`config.mk`:
```
export PLATFORM = sky130hd
export DESIGN_NAME = esc_state_tracker_unit_flat
export DESIGN_NICKNAME = d
export VERILOG_FILES = /design/src/rtl/est_pkg.sv /design/src/rtl/est_if.sv /design/src/rtl/esc_state_tracker_unit.sv /design/src/flat_wrapper.sv
export SDC_FILE = /design/constraint.sdc
export NUM_CORES = 1
export LEC_CHECK = 0
export BUFFER_PORTS_ARGS = -buffer_cell sky130_fd_sc_hd__buf_2
export CORE_UTILIZATION = 60
export CTS_BUF_LIST = sky130_fd_sc_hd__clkbuf_4 sky130_fd_sc_hd__clkbuf_8 sky130_fd_sc_hd__clkbuf_16
export DETAILED_ROUTE_END_ITERATION = 8
export PLACE_DENSITY_LB_ADDON = 0.3
export SLEW_MARGIN = 20
export SYNTH_ARGS = -nofsm -noshare
export SYNTH_HDL_FRONTEND = slang
export SYNTH_SLANG_ARGS = --single-unit
export TNS_END_PERCENT = 5
```
`constraint.sdc`:
```
create_clock -name clk_i -period 4.8 [get_ports clk_i]
set_clock_uncertainty 0.2 [all_clocks]
set_input_delay 0 -clock clk_i [delete_from_list [all_inputs] [get_ports clk_i]]
set_output_delay 0 -clock clk_i [all_outputs]
set_load 0.02 [all_outputs]
```
`src/rtl/est_pkg.sv`:
```
// Shared widths, register indexes and state-mask constants for the ESC state tracker.
package est_pkg;

  localparam int unsigned PULSE_W  = 16;
  localparam int unsigned SPEED_W  = 14;
  localparam int unsigned MODE_W   = 2;
  localparam int unsigned NIBBLE_W = 4;
  localparam int unsigned MASK_W   = 8;
  localparam int unsigned CNT_W    = 8;
  localparam int unsigned CFG_IDX_W  = 3;
  localparam int unsigned CFG_DATA_W = 16;

  typedef logic [PULSE_W-1:0] pulse_t;
  typedef logic [MASK_W-1:0]  mask_t;
  typedef logic [CNT_W-1:0]   cnt_t;

  // Configuration register indexes
  localparam logic [CFG_IDX_W-1:0] CFG_FWD_THRESHOLD   = 3'd0;
  localparam logic [CFG_IDX_W-1:0] CFG_NEUTRAL_UPPER   = 3'd1;
  localparam logic [CFG_IDX_W-1:0] CFG_NEUTRAL_LOWER   = 3'd2;
  localparam logic [CFG_IDX_W-1:0] CFG_REV_THRESHOLD   = 3'd3;
  localparam logic [CFG_IDX_W-1:0] CFG_FWD_START_PULSE = 3'd4;
  localparam logic [CFG_IDX_W-1:0] CFG_REV_START_PULSE = 3'd5;
  localparam logic [CFG_IDX_W-1:0] CFG_SETTLE_COUNT    = 3'd6;

  // Reset values of the configuration registers
  localparam pulse_t RST_FWD_THRESHOLD   = 16'd1490;
  localparam pulse_t RST_NEUTRAL_UPPER   = 16'd1510;
  localparam pulse_t RST_NEUTRAL_LOWER   = 16'd1446;
  localparam pulse_t RST_REV_THRESHOLD   = 16'd1466;
  localparam pulse_t RST_FWD_START_PULSE = 16'd1563;
  localparam pulse_t RST_REV_START_PULSE = 16'd1400;
  localparam cnt_t   RST_SETTLE_COUNT    = 8'd4;

  // Commands
  localparam logic CMD_OBSERVE = 1'b0;
  localparam logic CMD_ACTION  = 1'b1;

  // Drive modes
  localparam logic [MODE_W-1:0] MODE_PASS  = 2'd0;
  localparam logic [MODE_W-1:0] MODE_BRAKE = 2'd2;

  localparam logic [SPEED_W-1:0] SPEED_NEUTRAL = 14'd1500;

  // State mask: low nibble confirmed, high nibble pending; bit0 fwd, bit1 brake, bit2 back
  localparam mask_t MASK_RESET    = 8'h77;
  localparam mask_t MASK_HIGH     = 8'hF0;
  localparam mask_t MASK_P_FWD    = 8'h10;
  localparam mask_t MASK_P_BRAKE  = 8'h20;
  localparam mask_t MASK_P_FWD_BK = 8'h50;
  localparam mask_t MASK_P_BR_BK  = 8'h60;
  localparam mask_t MASK_ANY_FWD  = 8'h11;
  localparam mask_t MASK_ANY_BRK  = 8'h22;
  localparam mask_t MASK_ANY_BACK = 8'h44;

  localparam cnt_t CNT_ONE = 8'd1;

endpackage

```
`src/rtl/est_if.sv`:
```
// Valid/ready stream interfaces for the tracker's command and result channels.
interface est_in_if;
  logic                           valid;
  logic                           ready;
  logic                           command;
  logic [est_pkg::PULSE_W-1:0]    observed_pulse;
  logic [est_pkg::SPEED_W-1:0]    speed_cmd;
  logic [est_pkg::MODE_W-1:0]     drive_mode;

  modport source (output valid, command, observed_pulse, speed_cmd, drive_mode,
                  input ready);
  modport sink   (input valid, command, observed_pulse, speed_cmd, drive_mode,
                  output ready);
  modport mon    (input valid, ready, command, observed_pulse, speed_cmd, drive_mode);
endinterface

interface est_out_if;
  logic                           valid;
  logic                           ready;
  logic [est_pkg::PULSE_W-1:0]    pulse_us;
  logic [est_pkg::NIBBLE_W-1:0]   confirmed_states;
  logic [est_pkg::NIBBLE_W-1:0]   pending_states;

  modport source (output valid, pulse_us, confirmed_states, pending_states, input ready);
  modport sink   (input valid, pulse_us, confirmed_states, pending_states, output ready);
  modport mon    (input valid, ready, pulse_us, confirmed_states, pending_states);
endinterface

```
`src/rtl/esc_state_tracker_unit.sv`:
```
// ESC state tracker: input register, state update / pulse selection, result register.
// Takes one transaction per clock cycle unless the result channel stalls; each
// result passes the input register, then the result register. The tracked state
// mask and settle counter are updated as a transaction leaves the input register,
// so the following transaction already sees them; a stalled result stage holds the
// input register, and the command channel stalls only when both are full.
module esc_state_tracker_unit (
  input  logic                                clk_i,
  input  logic                                rst_ni,
  input  logic                                cfg_we_i,
  input  logic [est_pkg::CFG_IDX_W-1:0]       cfg_idx_i,
  input  logic [est_pkg::CFG_DATA_W-1:0]      cfg_wdata_i,
  est_in_if.sink                              in_i,
  est_out_if.source                           out_o
);

  // configuration
  est_pkg::pulse_t fwd_thr_q, neu_up_q, neu_lo_q, rev_thr_q, fwd_start_q, rev_start_q;
  est_pkg::cnt_t   settle_q;

  // tracked state
  est_pkg::mask_t  mask_q, mask_d;
  est_pkg::cnt_t   cnt_q, cnt_d;

  // input register
  logic                          s1_vld_q;
  logic                          s1_cmd_q;
  est_pkg::pulse_t               s1_pulse_q;
  logic [est_pkg::SPEED_W-1:0]   s1_speed_q;
  logic [est_pkg::MODE_W-1:0]    s1_mode_q;

  // result register
  logic                          out_vld_q;
  est_pkg::pulse_t               out_pulse_q;
  logic [est_pkg::NIBBLE_W-1:0]  out_conf_q, out_pend_q;

  logic            in_acc, s1_adv;
  est_pkg::pulse_t pulse_res;
  est_pkg::mask_t  mask_res;

  assign s1_adv     = s1_vld_q && (!out_vld_q || out_o.ready);
  assign in_acc     = in_i.valid && in_i.ready;
  assign in_i.ready = !s1_vld_q || s1_adv;

  always_ff @(posedge clk_i or negedge rst_ni) begin
    if (!rst_ni) begin
      fwd_thr_q   <= est_pkg::RST_FWD_THRESHOLD;
      neu_up_q    <= est_pkg::RST_NEUTRAL_UPPER;
      neu_lo_q    <= est_pkg::RST_NEUTRAL_LOWER;
      rev_thr_q   <= est_pkg::RST_REV_THRESHOLD;
      fwd_start_q <= est_pkg::RST_FWD_START_PULSE;
      rev_start_q <= est_pkg::RST_REV_START_PULSE;
      settle_q    <= est_pkg::RST_SETTLE_COUNT;
    end else if (cfg_we_i) begin
      case (cfg_idx_i)
        est_pkg::CFG_FWD_THRESHOLD:   fwd_thr_q   <= cfg_wdata_i;
        est_pkg::CFG_NEUTRAL_UPPER:   neu_up_q    <= cfg_wdata_i;
        est_pkg::CFG_NEUTRAL_LOWER:   neu_lo_q    <= cfg_wdata_i;
        est_pkg::CFG_REV_THRESHOLD:   rev_thr_q   <= cfg_wdata_i;
        est_pkg::CFG_FWD_START_PULSE: fwd_start_q <= cfg_wdata_i;
        est_pkg::CFG_REV_START_PULSE: rev_start_q <= cfg_wdata_i;
        est_pkg::CFG_SETTLE_COUNT:    settle_q    <= cfg_wdata_i[est_pkg::CNT_W-1:0];
        default: ;
      endcase
    end
  end

  // state mask update for an observed pulse
  always_comb begin
    est_pkg::mask_t both;
    est_pkg::mask_t nxt;
    est_pkg::cnt_t  cnt_inc;
    both    = (mask_q | (mask_q << 4)) & est_pkg::MASK_HIGH;
    nxt     = {4'h0, mask_q[3:0]};
    cnt_inc = cnt_q + est_pkg::CNT_ONE;
    cnt_d   = cnt_q;
    if (s1_pulse_q >= fwd_thr_q) begin
      nxt = nxt | est_pkg::MASK_P_FWD;
    end
    if (s1_pulse_q <= neu_up_q && s1_pulse_q >= neu_lo_q) begin
      nxt = nxt | (both & est_pkg::MASK_P_FWD_BK) | ((both & est_pkg::MASK_P_BRAKE) << 1);
    end
    if (s1_pulse_q <= rev_thr_q) begin
      nxt = nxt | (both & est_pkg::MASK_P_BR_BK) | ((both & est_pkg::MASK_P_FWD) << 1);
    end
    if (nxt != mask_q) begin
      nxt   = {nxt[7:4], both[7:4]};
      cnt_d = est_pkg::CNT_ONE;
    end else if (cnt_inc >= settle_q) begin
      // pending set held long enough: confirm it, counter stays put
      nxt   = {nxt[7:4], nxt[7:4]};
      cnt_d = cnt_q;
    end else begin
      cnt_d = cnt_inc;
    end
    mask_d = nxt;
  end

  // action pulse
  always_comb begin
    logic [est_pkg::PULSE_W:0]   thr_sum;
    est_pkg::pulse_t             neutral;
    est_pkg::pulse_t             delta;
    est_pkg::pulse_t             back;
    thr_sum = {1'b0, fwd_thr_q} + {1'b0, rev_thr_q};
    neutral = thr_sum[est_pkg::PULSE_W:1];
    delta   = {2'b00, s1_speed_q} - {2'b00, est_pkg::SPEED_NEUTRAL};
    back    = delta + rev_start_q;
    if (s1_speed_q == est_pkg::SPEED_NEUTRAL) begin
      pulse_res = neutral;
    end else if (s1_speed_q > est_pkg::SPEED_NEUTRAL) begin
      pulse_res = delta + fwd_start_q;
    end else if (s1_mode_q == est_pkg::MODE_PASS) begin
      pulse_res = back;
    end else if (s1_mode_q == est_pkg::MODE_BRAKE) begin
      pulse_res = ((mask_q & est_pkg::MASK_ANY_BACK) != '0) ? neu_up_q + 16'd1 : back;
    end else if ((mask_q & est_pkg::MASK_ANY_FWD) != '0) begin
      pulse_res = back;
    end else if ((mask_q & est_pkg::MASK_ANY_BRK) != '0) begin
      pulse_res = neutral;
    end else begin
      pulse_res = back;
    end
  end

  assign mask_res = (s1_cmd_q == est_pkg::CMD_OBSERVE) ? mask_d : mask_q;

  always_ff @(posedge clk_i or negedge rst_ni) begin
    if (!rst_ni) begin
      mask_q    <= est_pkg::MASK_RESET;
      cnt_q     <= est_pkg::CNT_ONE;
      s1_vld_q  <= 1'b0;
      out_vld_q <= 1'b0;
    end else begin
      if (s1_adv && s1_cmd_q == est_pkg::CMD_OBSERVE) begin
        mask_q <= mask_d;
        cnt_q  <= cnt_d;
      end
      if (in_acc) begin
        s1_vld_q <= 1'b1;
      end else if (s1_adv) begin
        s1_vld_q <= 1'b0;
      end
      if (s1_adv) begin
        out_vld_q <= 1'b1;
      end else if (out_o.ready) begin
        out_vld_q <= 1'b0;
      end
    end
  end

  always_ff @(posedge clk_i) begin
    if (in_acc) begin
      s1_cmd_q   <= in_i.command;
      s1_pulse_q <= in_i.observed_pulse;
      s1_speed_q <= in_i.speed_cmd;
      s1_mode_q  <= in_i.drive_mode;
    end
    if (s1_adv) begin
      out_pulse_q <= (s1_cmd_q == est_pkg::CMD_ACTION) ? pulse_res : '0;
      out_conf_q  <= mask_res[3:0];
      out_pend_q  <= mask_res[7:4];
    end
  end

  assign out_o.valid            = out_vld_q;
  assign out_o.pulse_us         = out_pulse_q;
  assign out_o.confirmed_states = out_conf_q;
  assign out_o.pending_states   = out_pend_q;

endmodule

```
`src/flat_wrapper.sv`:
```
// flat-port wrapper written by rule: the top's interface ports become plain ports
module esc_state_tracker_unit_flat 
  (clk_i, rst_ni, cfg_we_i, cfg_idx_i, cfg_wdata_i, in_i_valid, in_i_command, in_i_observed_pulse, in_i_speed_cmd, in_i_drive_mode, in_i_ready, out_o_valid, out_o_pulse_us, out_o_confirmed_states, out_o_pending_states, out_o_ready);
  est_in_if in_i_i ();
  est_out_if out_o_i ();
  input  logic clk_i;
  input  logic rst_ni;
  input  logic cfg_we_i;
  input  logic [est_pkg::CFG_IDX_W-1:0] cfg_idx_i;
  input  logic [est_pkg::CFG_DATA_W-1:0] cfg_wdata_i;
  input wire logic [$bits(in_i_i.valid)-1:0] in_i_valid;
  input wire logic [$bits(in_i_i.command)-1:0] in_i_command;
  input wire logic [$bits(in_i_i.observed_pulse)-1:0] in_i_observed_pulse;
  input wire logic [$bits(in_i_i.speed_cmd)-1:0] in_i_speed_cmd;
  input wire logic [$bits(in_i_i.drive_mode)-1:0] in_i_drive_mode;
  output wire logic [$bits(in_i_i.ready)-1:0] in_i_ready;
  output wire logic [$bits(out_o_i.valid)-1:0] out_o_valid;
  output wire logic [$bits(out_o_i.pulse_us)-1:0] out_o_pulse_us;
  output wire logic [$bits(out_o_i.confirmed_states)-1:0] out_o_confirmed_states;
  output wire logic [$bits(out_o_i.pending_states)-1:0] out_o_pending_states;
  input wire logic [$bits(out_o_i.ready)-1:0] out_o_ready;
  assign in_i_i.valid = in_i_valid;
  assign in_i_i.command = in_i_command;
  assign in_i_i.observed_pulse = in_i_observed_pulse;
  assign in_i_i.speed_cmd = in_i_speed_cmd;
  assign in_i_i.drive_mode = in_i_drive_mode;
  assign in_i_ready = in_i_i.ready;
  assign out_o_valid = out_o_i.valid;
  assign out_o_pulse_us = out_o_i.pulse_us;
  assign out_o_confirmed_states = out_o_i.confirmed_states;
  assign out_o_pending_states = out_o_i.pending_states;
  assign out_o_i.ready = out_o_ready;
  esc_state_tracker_unit u_core (.clk_i(clk_i), .rst_ni(rst_ni), .cfg_we_i(cfg_we_i), .cfg_idx_i(cfg_idx_i), .cfg_wdata_i(cfg_wdata_i), .in_i(in_i_i), .out_o(out_o_i));
endmodule
```
==> impl_metrics.csv, run 1 <==
group,metric,value,unit
worst_setup_path,cp_max_fo,5,
route,drc,0,
yosys,synth_nets,1335,
clocking,clkLatencyLatePin,0.44,ns
worst_setup_path,crit_path_start_kind,"register",
floorplanning,start_util,61.4,%
place,place.gp.congestion,0.959,
timing,setup_viol,0,
timing,period_share,86.1,%
yosys,synthXorXnorAreaFrac,4.79,%
finish,final_cells,1539,
worst_setup_path,crit_top_cell,"ha_1",
worst_setup_path,critPathTopFamily,"compound AO/OA/AOI/OAI gates",
route,drtIter0Drc,742,
yosys,synth_edf_count,56,
outcome,status,"finished clean",
yosys,synth_top_flop_cell,"dfrtp_1",
timing,max_freq,242,MHz
worst_setup_path,crit_arrival,4.12,ns
yosys,synthAdderAreaFrac,13.9,%
grt,overflow,0,
clocking,cts_htree_levels,4,
finish,final_net_count,1475,
clocking,path_clk_slew,0.07,ns
finish,syn_to_final_growth,15.9,%
yosys,syn_inst,1152,
clocking,cts_sinks,177,
clocking,cts_buffers,17,
floorplanning,rows,50,
yosys,ys_async_sr_fraction,68.4,%
floorplanning,die_area,0.0198,mm²
finish,diodes,0,
yosys,synth_cell_types,79,
timing,rsz0062_at_grt,"false",
worst_setup_path,critPathKind,"reg -> reg",
route,firstDrtPassIters,5,
worst_setup_path,cp.required,4.79,ns
worst_setup_path,slowest_stage,"edfxtp_1",
power,pwr_density_cell,443,mW/mm²
power,p_leak,5.85,nW
grt,grt_pass1_wl,47100,µm
clocking,clk_path_buf_depth,2,
yosys,yosys_warnings,0,
timing,final.min_clock_period,4.13,ns
floorplanning,fp.dieW,141,µm
route,via_per_inst,6.15,
worst_setup_path,path_cells,"ha_1 -> a21oi_1 -> xnor2_1 -> ha_1 -> a211oi_1 -> inv_1 -> o211ai_1 -> nand2_1 -> a41o_1 -> o311ai_1 -> mux2i_1 -> a22o_1 -> a221o_1",
yosys,synth.top_cells.by_area,"dfrtp_1 16%, edfxtp_1 15%, ha_1 13%",
yosys,synth-simple-area-share,12.7,%
flow_run,max_cap_violations,0,
grt,grt_pass1_vias,9409,
route,vias,9460,
finish,drive_gt1_share,19.2,%
yosys,synthesis.area,0.0115,mm²
clocking,tritoncts,"yes",
grt,gr-usage-all-layers,30.8,%
worst_setup_path,reg2reg_depth,13,
yosys,synth_top_family_by_area,"compound AO/OA/AOI/OAI gates",
clocking,clock-root-buffer,"clkbuf_16",
clocking,post_cts_buffers,0,
place,dp.cells,1447,
timing,tns,0,ns
timing,max-slew-margin-rel,29.0,%
yosys,yosys-mux-area-fraction,6.24,%
yosys,synth_largest_area_cell,"dfrtp_1",
floorplanning,core_area,0.0188,mm²
floorplanning,num_io_pins,83,
timing,fin_ws,0.667,ns
worst_setup_path,cp_num_cells,13,
route,ant_nets,0,
timing,hold_viol,0,
place,dp_hpwl,21400,µm
power,vdd_ir_drop_max,0.285,mV
yosys,ys_seq_area_share,41.4,%
yosys,synth.top_cell.area_share,16.3,%
worst_setup_path,path_buf_inv,1,
yosys,syn_avg_cell_area,10.0,µm²
min_path,hold_path_class,"in -> async",
timing,finalMaxSlewViolations,0,
worst_setup_path,cp-end-kind,"register",
timing,worst_pin_slew,1.06,ns
worst_setup_path,cpPeakStageDelay,0.44,ns
yosys,synth_compound_area_share,16.9,%
finish,final_area,0.0134,mm²
place,pre_cts_ws,0.813,ns
floorplanning,fp.dieH,141,µm
finish,finish.utilization,71.2,%
grt,grt_max_degree,67,
route,wl_per_cell,19.1,µm
place,io_buffers,81,
yosys,ys_seq_elements,177,
place,placed_cell_area,0.0122,mm²
route,finalWirelength,29500,µm
grt,antenna_found_initial,0,
## where the power goes
part           switching (mW)  internal (mW)
registers               0.213           1.93
logic                    1.40           1.01
clock network           0.612          0.749
## worst register-to-register path, delay by kind of cell (launching register included)
family	cells	cell delay, ns
muxes	1	0.13
DFF	1	0.44
and+or+nand+nor	1	0.12
xor gates and xnor gates	1	0.22
AOI/OAI and AO/OA	7	2.10
buffers and inverters	1	0.09
adders and majority gates	2	0.59
## layer usage
metal  GRT usage [%]  up-vias  wire length [µm]
met5               0        -                 0
met2            50.7      352             13700
met4            16.3        0              1300
met1            38.7     4538             12700
li1                -     4468                 -
met3            5.77      102              1740
## cell usage in the layout (no fill, tap or decap), types with 6 or more instances in the layout
cell type	netlist	routed
nand4_1	15	15
nor2b_1	14	14
dfstp_2	46	46
buf_4	2	10
ha_1	123	123
buf_2	1	80
nand2b_1	11	11
o21ai_0	96	96
mux2_2	60	60
dlygate4sd3_1	0	60
nor2_1	68	68
and2_1	7	6
edfxtp_1	56	56
a211oi_1	16	16
o22ai_1	7	7
and3_1	6	6
a21o_1	15	15
dfrtp_1	75	75
xor2_1	19	19
a21oi_1	58	58
nor3_1	19	17
o211ai_1	12	12
inv_1	94	94
nand2_1	109	109
o21a_1	15	15
xnor2_1	44	44
a22o_1	7	7
a31oi_1	9	9
nand3_1	20	20
clkbuf_16	0	17
## metrics by stage
step / hold slack [ns] / power [mW]
floorplan: -0.496 / 3.85
global placement: -0.0476 / 4.39
detailed placement: -0.0400 / 4.46
CTS: 0.0123 / 5.89
global route: 0.0566 / 6.26
finish: 0.00946 / 5.92
## flip-flops by register name, summed over array words and instances, names as in the netlist, 4 cells and up
signal / count
u_core.fwd_start_q: 16
u_core.fwd_thr_q: 16
u_core.neu_lo_q: 16
u_core.neu_up_q: 16
u_core.out_o.pulse_us: 16
u_core.rev_start_q: 16
u_core.rev_thr_q: 16
u_core.s1_pulse_q: 16
u_core.s1_speed_q: 14
u_core.cnt_q: 8
u_core.settle_q: 8
u_core.mask_q: 7
u_core.out_o.confirmed_states: 4
## Yosys cell counts, drive strengths merged (4+ instances only)
cell type	count
a22o	7
nand3	20
a2111oi	5
nor2	68
mux2i	4
and2	7
dfstp	46
a21o	15
a31oi	9
nand4	15
o31ai	6
nor3b	4
o21ai	101
nor4	8
a21oi	59
nor2b	14
o21bai	5
inv	94
and3	6
xnor2	44
o22ai	7
or3	5
o211ai	13
mux2	60
o21a	15
xor2	19
edfxtp	56
dfrtp	75
and4	4
a211oi	16
nand2	109
clkbuf	26
nand2b	11
ha	123
nor3	19
## path summary, 6_finish.rpt
path,slack (ns),endpoint,startpoint
min in group clk_i,0.01,u_core.neu_lo_q[5],cfg_we_i
min,0.009,u_core.settle_q[3],rst_ni
min reg2reg,0.30,u_core.mask_q[3],u_core.mask_q[3]
max reg2reg,0.67,u_core.out_o.pulse_us[15],u_core.s1_speed_q[2]
max in group asynchronous,3.09,u_core.rev_start_q[14],rst_ni
max,0.67,u_core.out_o.pulse_us[15],u_core.s1_speed_q[2]
## what timing repair did
item | in CTS | in global routing
gates resized for setup | 0 | 0
endpoints found under the setup margin | 0 | 0
endpoints found under the hold margin | 204 | 0
hold buffers | 60 | 0
## kinds of logic (layout without fill, tap and decap cells)
group / after synthesis / count (layout)
compound gates: 296 / 296
other cells: 1 / 1
fa+ha+maj: 126 / 126
simple gates: 302 / 302
mux: 64 / 64
buf+inv: 123 / 276
xor+xnor: 63 / 63
flops: 177 / 177
## area by class of cell
class	instances	area, µm²
multi-input cells	852	6310
clock buffers	21	462
well taps	234	293
fillers	1412	5400
repair buffers	150	1080
flip-flops and latches	177	4770
inverters	94	353
clock inverters	11	103
(Power assumes the default switching activity.)
==> run 2: changes to the inputs <==
==> constraint.sdc (replaced) <==
create_clock -name clk_i -period 4.8 [get_ports clk_i]
set_clock_uncertainty 0.2 [all_clocks]
set_input_delay 0.48 -clock clk_i [delete_from_list [all_inputs] [get_ports clk_i]]
set_output_delay 0.48 -clock clk_i [all_outputs]
set_load 0.02 [all_outputs]
==> run 2 against run 1 <==
First-iteration DRC count is 1.2% lower. Power is 0.98% higher. Clock power is 7% higher. Sequential share of layout area is 1.1 points higher. Worst hold slack better by 0.0013 ns. Sequential power hardly changed. Core utilization is 2.1 points lower. Via count is 2.5% lower. Fmax is 0.67% lower. Combinational power is 2% lower. Global-route usage is 0.52 points lower. Flip-flop and latch count stayed put. Largest cell class unchanged. Highest routed layer unchanged.
==> impl_metrics.csv, run 2 (same netlist as run 1, synthesis figures left out) <==
group,metric,value,unit
outcome,status,"finished clean",
power,swShare,37.0,%
finish,syn_to_final_growth,12.5,%
place,dp.cells,1448,
power,p_int,3.76,mW
clocking,tritoncts,"yes",
worst_setup_path,critPathKind,"reg -> reg",
timing,worst_pin_slew,1.03,ns
finish,fillers,1437,
route,via_per_inst,6.17,
timing,fin_ws,0.639,ns
floorplanning,core_area,0.0188,mm²
place,place.gp.congestion,0.963,
timing,period_share,86.7,%
clocking,clkLatencyLatePin,0.44,ns
worst_setup_path,crit_path_start_kind,"register",
place,pre_cts_ws,0.727,ns
route,drc,0,
worst_setup_path,cp.required,4.75,ns
timing,setup_viol,0,
timing,finalMaxSlewViolations,0,
route,firstDrtPassIters,8,
grt,grt_pass1_wl,45800,µm
finish,layout_common_cells,"123 x ha_1, 109 x nand2_1, 96 x o21ai_0, 94 x inv_1, 80 x buf_2",
power,seq_power_share,36.0,%
finish,diodes,0,
timing,max-slew-margin-rel,31.0,%
timing,max_freq,240,MHz
route,finalWirelength,28900,µm
timing,holdWs,0.0107,ns
worst_setup_path,crit_arrival,4.11,ns
place,dp_hpwl,21700,µm
power,vdd_ir_drop_max,0.312,mV
floorplanning,rows,50,
grt,antenna_found_initial,0,
power,p_leak,5.69,nW
clocking,cts_sinks,177,
worst_setup_path,cp_max_fo,5,
finish,layout_commonest_cell,"ha_1",
power,clockPowerShare,24.4,%
flow_run,max_cap_violations,0,
clocking,clk_path_buf_depth,2,
timing,tns,0,ns
route,drtIter0Drc,733,
grt,gr-usage-all-layers,30.3,%
clocking,clock-root-buffer,"clkbuf_16",
power,pwr_density_cell,461,mW/mm²
floorplanning,fp.dieW,141,µm
clocking,cts_htree_levels,4,
timing,rsz0062_at_grt,"false",
min_path,hold_depth,1,
grt,grt_pass1_vias,8762,
floorplanning,num_io_pins,83,
route,wl_per_cell,19.4,µm
route,vias,9221,
route,ant_nets,0,
clocking,path_clk_slew,0.07,ns
finish,drive_gt1_share,19.8,%
clocking,cts_buffers,17,
worst_setup_path,cp-end-kind,"register",
finish,final_net_count,1431,
worst_setup_path,reg2reg_depth,12,
timing,hold_viol,0,
finish,final_cells,1495,
power,power.switching,2.21,mW
power,combPwrFrac,39.7,%
floorplanning,fp.dieH,141,µm
timing,final.min_clock_period,4.16,ns
grt,grt_max_degree,61,
place,io_buffers,81,
floorplanning,die_area,0.0198,mm²
power,fin_total_pwr,5.97,mW
min_path,hold_path_class,"in -> reg",
floorplanning,start_util,61.4,%
grt,overflow,0,
## run 2: cell types whose count changed in the layout (fill, tap and decap cells not counted), sizes merged
cell,previous run,this run
dlygate4sd3,60,15
buf,90,91
bufinv,1,2
clkbuf,21,22
clkinv,3,2
inv,99,98
## run 2: worst paths after layout
kind                                         from                         to  slack (ns)
max in group asynchronous                  rst_ni      u_core.rev_start_q[6]        2.92
min in group asynchronous                  rst_ni         u_core.settle_q[3]        0.46
max reg2reg                  u_core.s1_speed_q[2]  u_core.out_o.pulse_us[13]        0.64
min                        in_i_observed_pulse[5]       u_core.s1_pulse_q[5]        0.01
max                          u_core.s1_speed_q[2]  u_core.out_o.pulse_us[13]        0.64
min reg2reg                       u_core.s1_vld_q         u_core.out_o.valid        0.30
## run 2: power groups by stage
| stage | combinational [mW] | clock [mW] | sequential [mW] |
|---|---|---|---|
| after floorplan | 1.71 | 0 | 2.15 |
| after global placement | 2.23 | 0 | 2.16 |
| after detailed placement | 2.30 | 0 | 2.16 |
| after CTS | 2.33 | 1.47 | 2.14 |
| after global routing | 2.61 | 1.54 | 2.18 |
| final | 2.37 | 1.46 | 2.15 |
## run 2: stage by stage
step	utilization (%)	cell area (µm²)
after floorplan	-	11500
after global placement	65.0	12200
after detailed placement	65.0	12200
after CTS	68.4	12800
after global routing	69.1	13000
final	69.1	13000
## run 2: cell type report
class | count | area [µm²] | share of cell area [%]
clock inverter | 10 | 120 | 0.926
inverter | 94 | 353 | 2.72
clock buffer | 22 | 493 | 3.80
timing repair buffer | 106 | 633 | 4.88
multi-input combinational | 852 | 6310 | 48.7
tap | 234 | 293 | 2.26
sequential | 177 | 4770 | 36.8
## run 2: per-layer routing
| metal | vias up | global-route usage [%] | part of all wire (%) |
|---|---|---|---|
| met1 | 4463 | 39.2 | 43 |
| li1 | 4368 | - | - |
| met4 | 0 | 11.3 | 3.0 |
| met3 | 70 | 5.74 | 6.0 |
| met2 | 320 | 50.6 | 48 |
| met5 | - | 0 | 0 |
## run 2: repair_timing
item	4_1_cts	5_1_grt
hold endpoints to repair	37	14
resized for setup	0	0
setup buffers	0	0
hold buffers	1	14
## run 2: worst max-delay path, cell delays in order (launching register included)
cell and delay [ns]:
edfxtp_1 0.43, ha_1 0.27, a21oi_1 0.48, xnor2_1 0.18, ha_1 0.36, a211oi_1 0.26, inv_1 0.08, o211ai_1 0.16
nand2_1 0.12, a41o_1 0.32, a311o_1 0.37, a2111oi_0 0.50, a2111oi_0 0.16
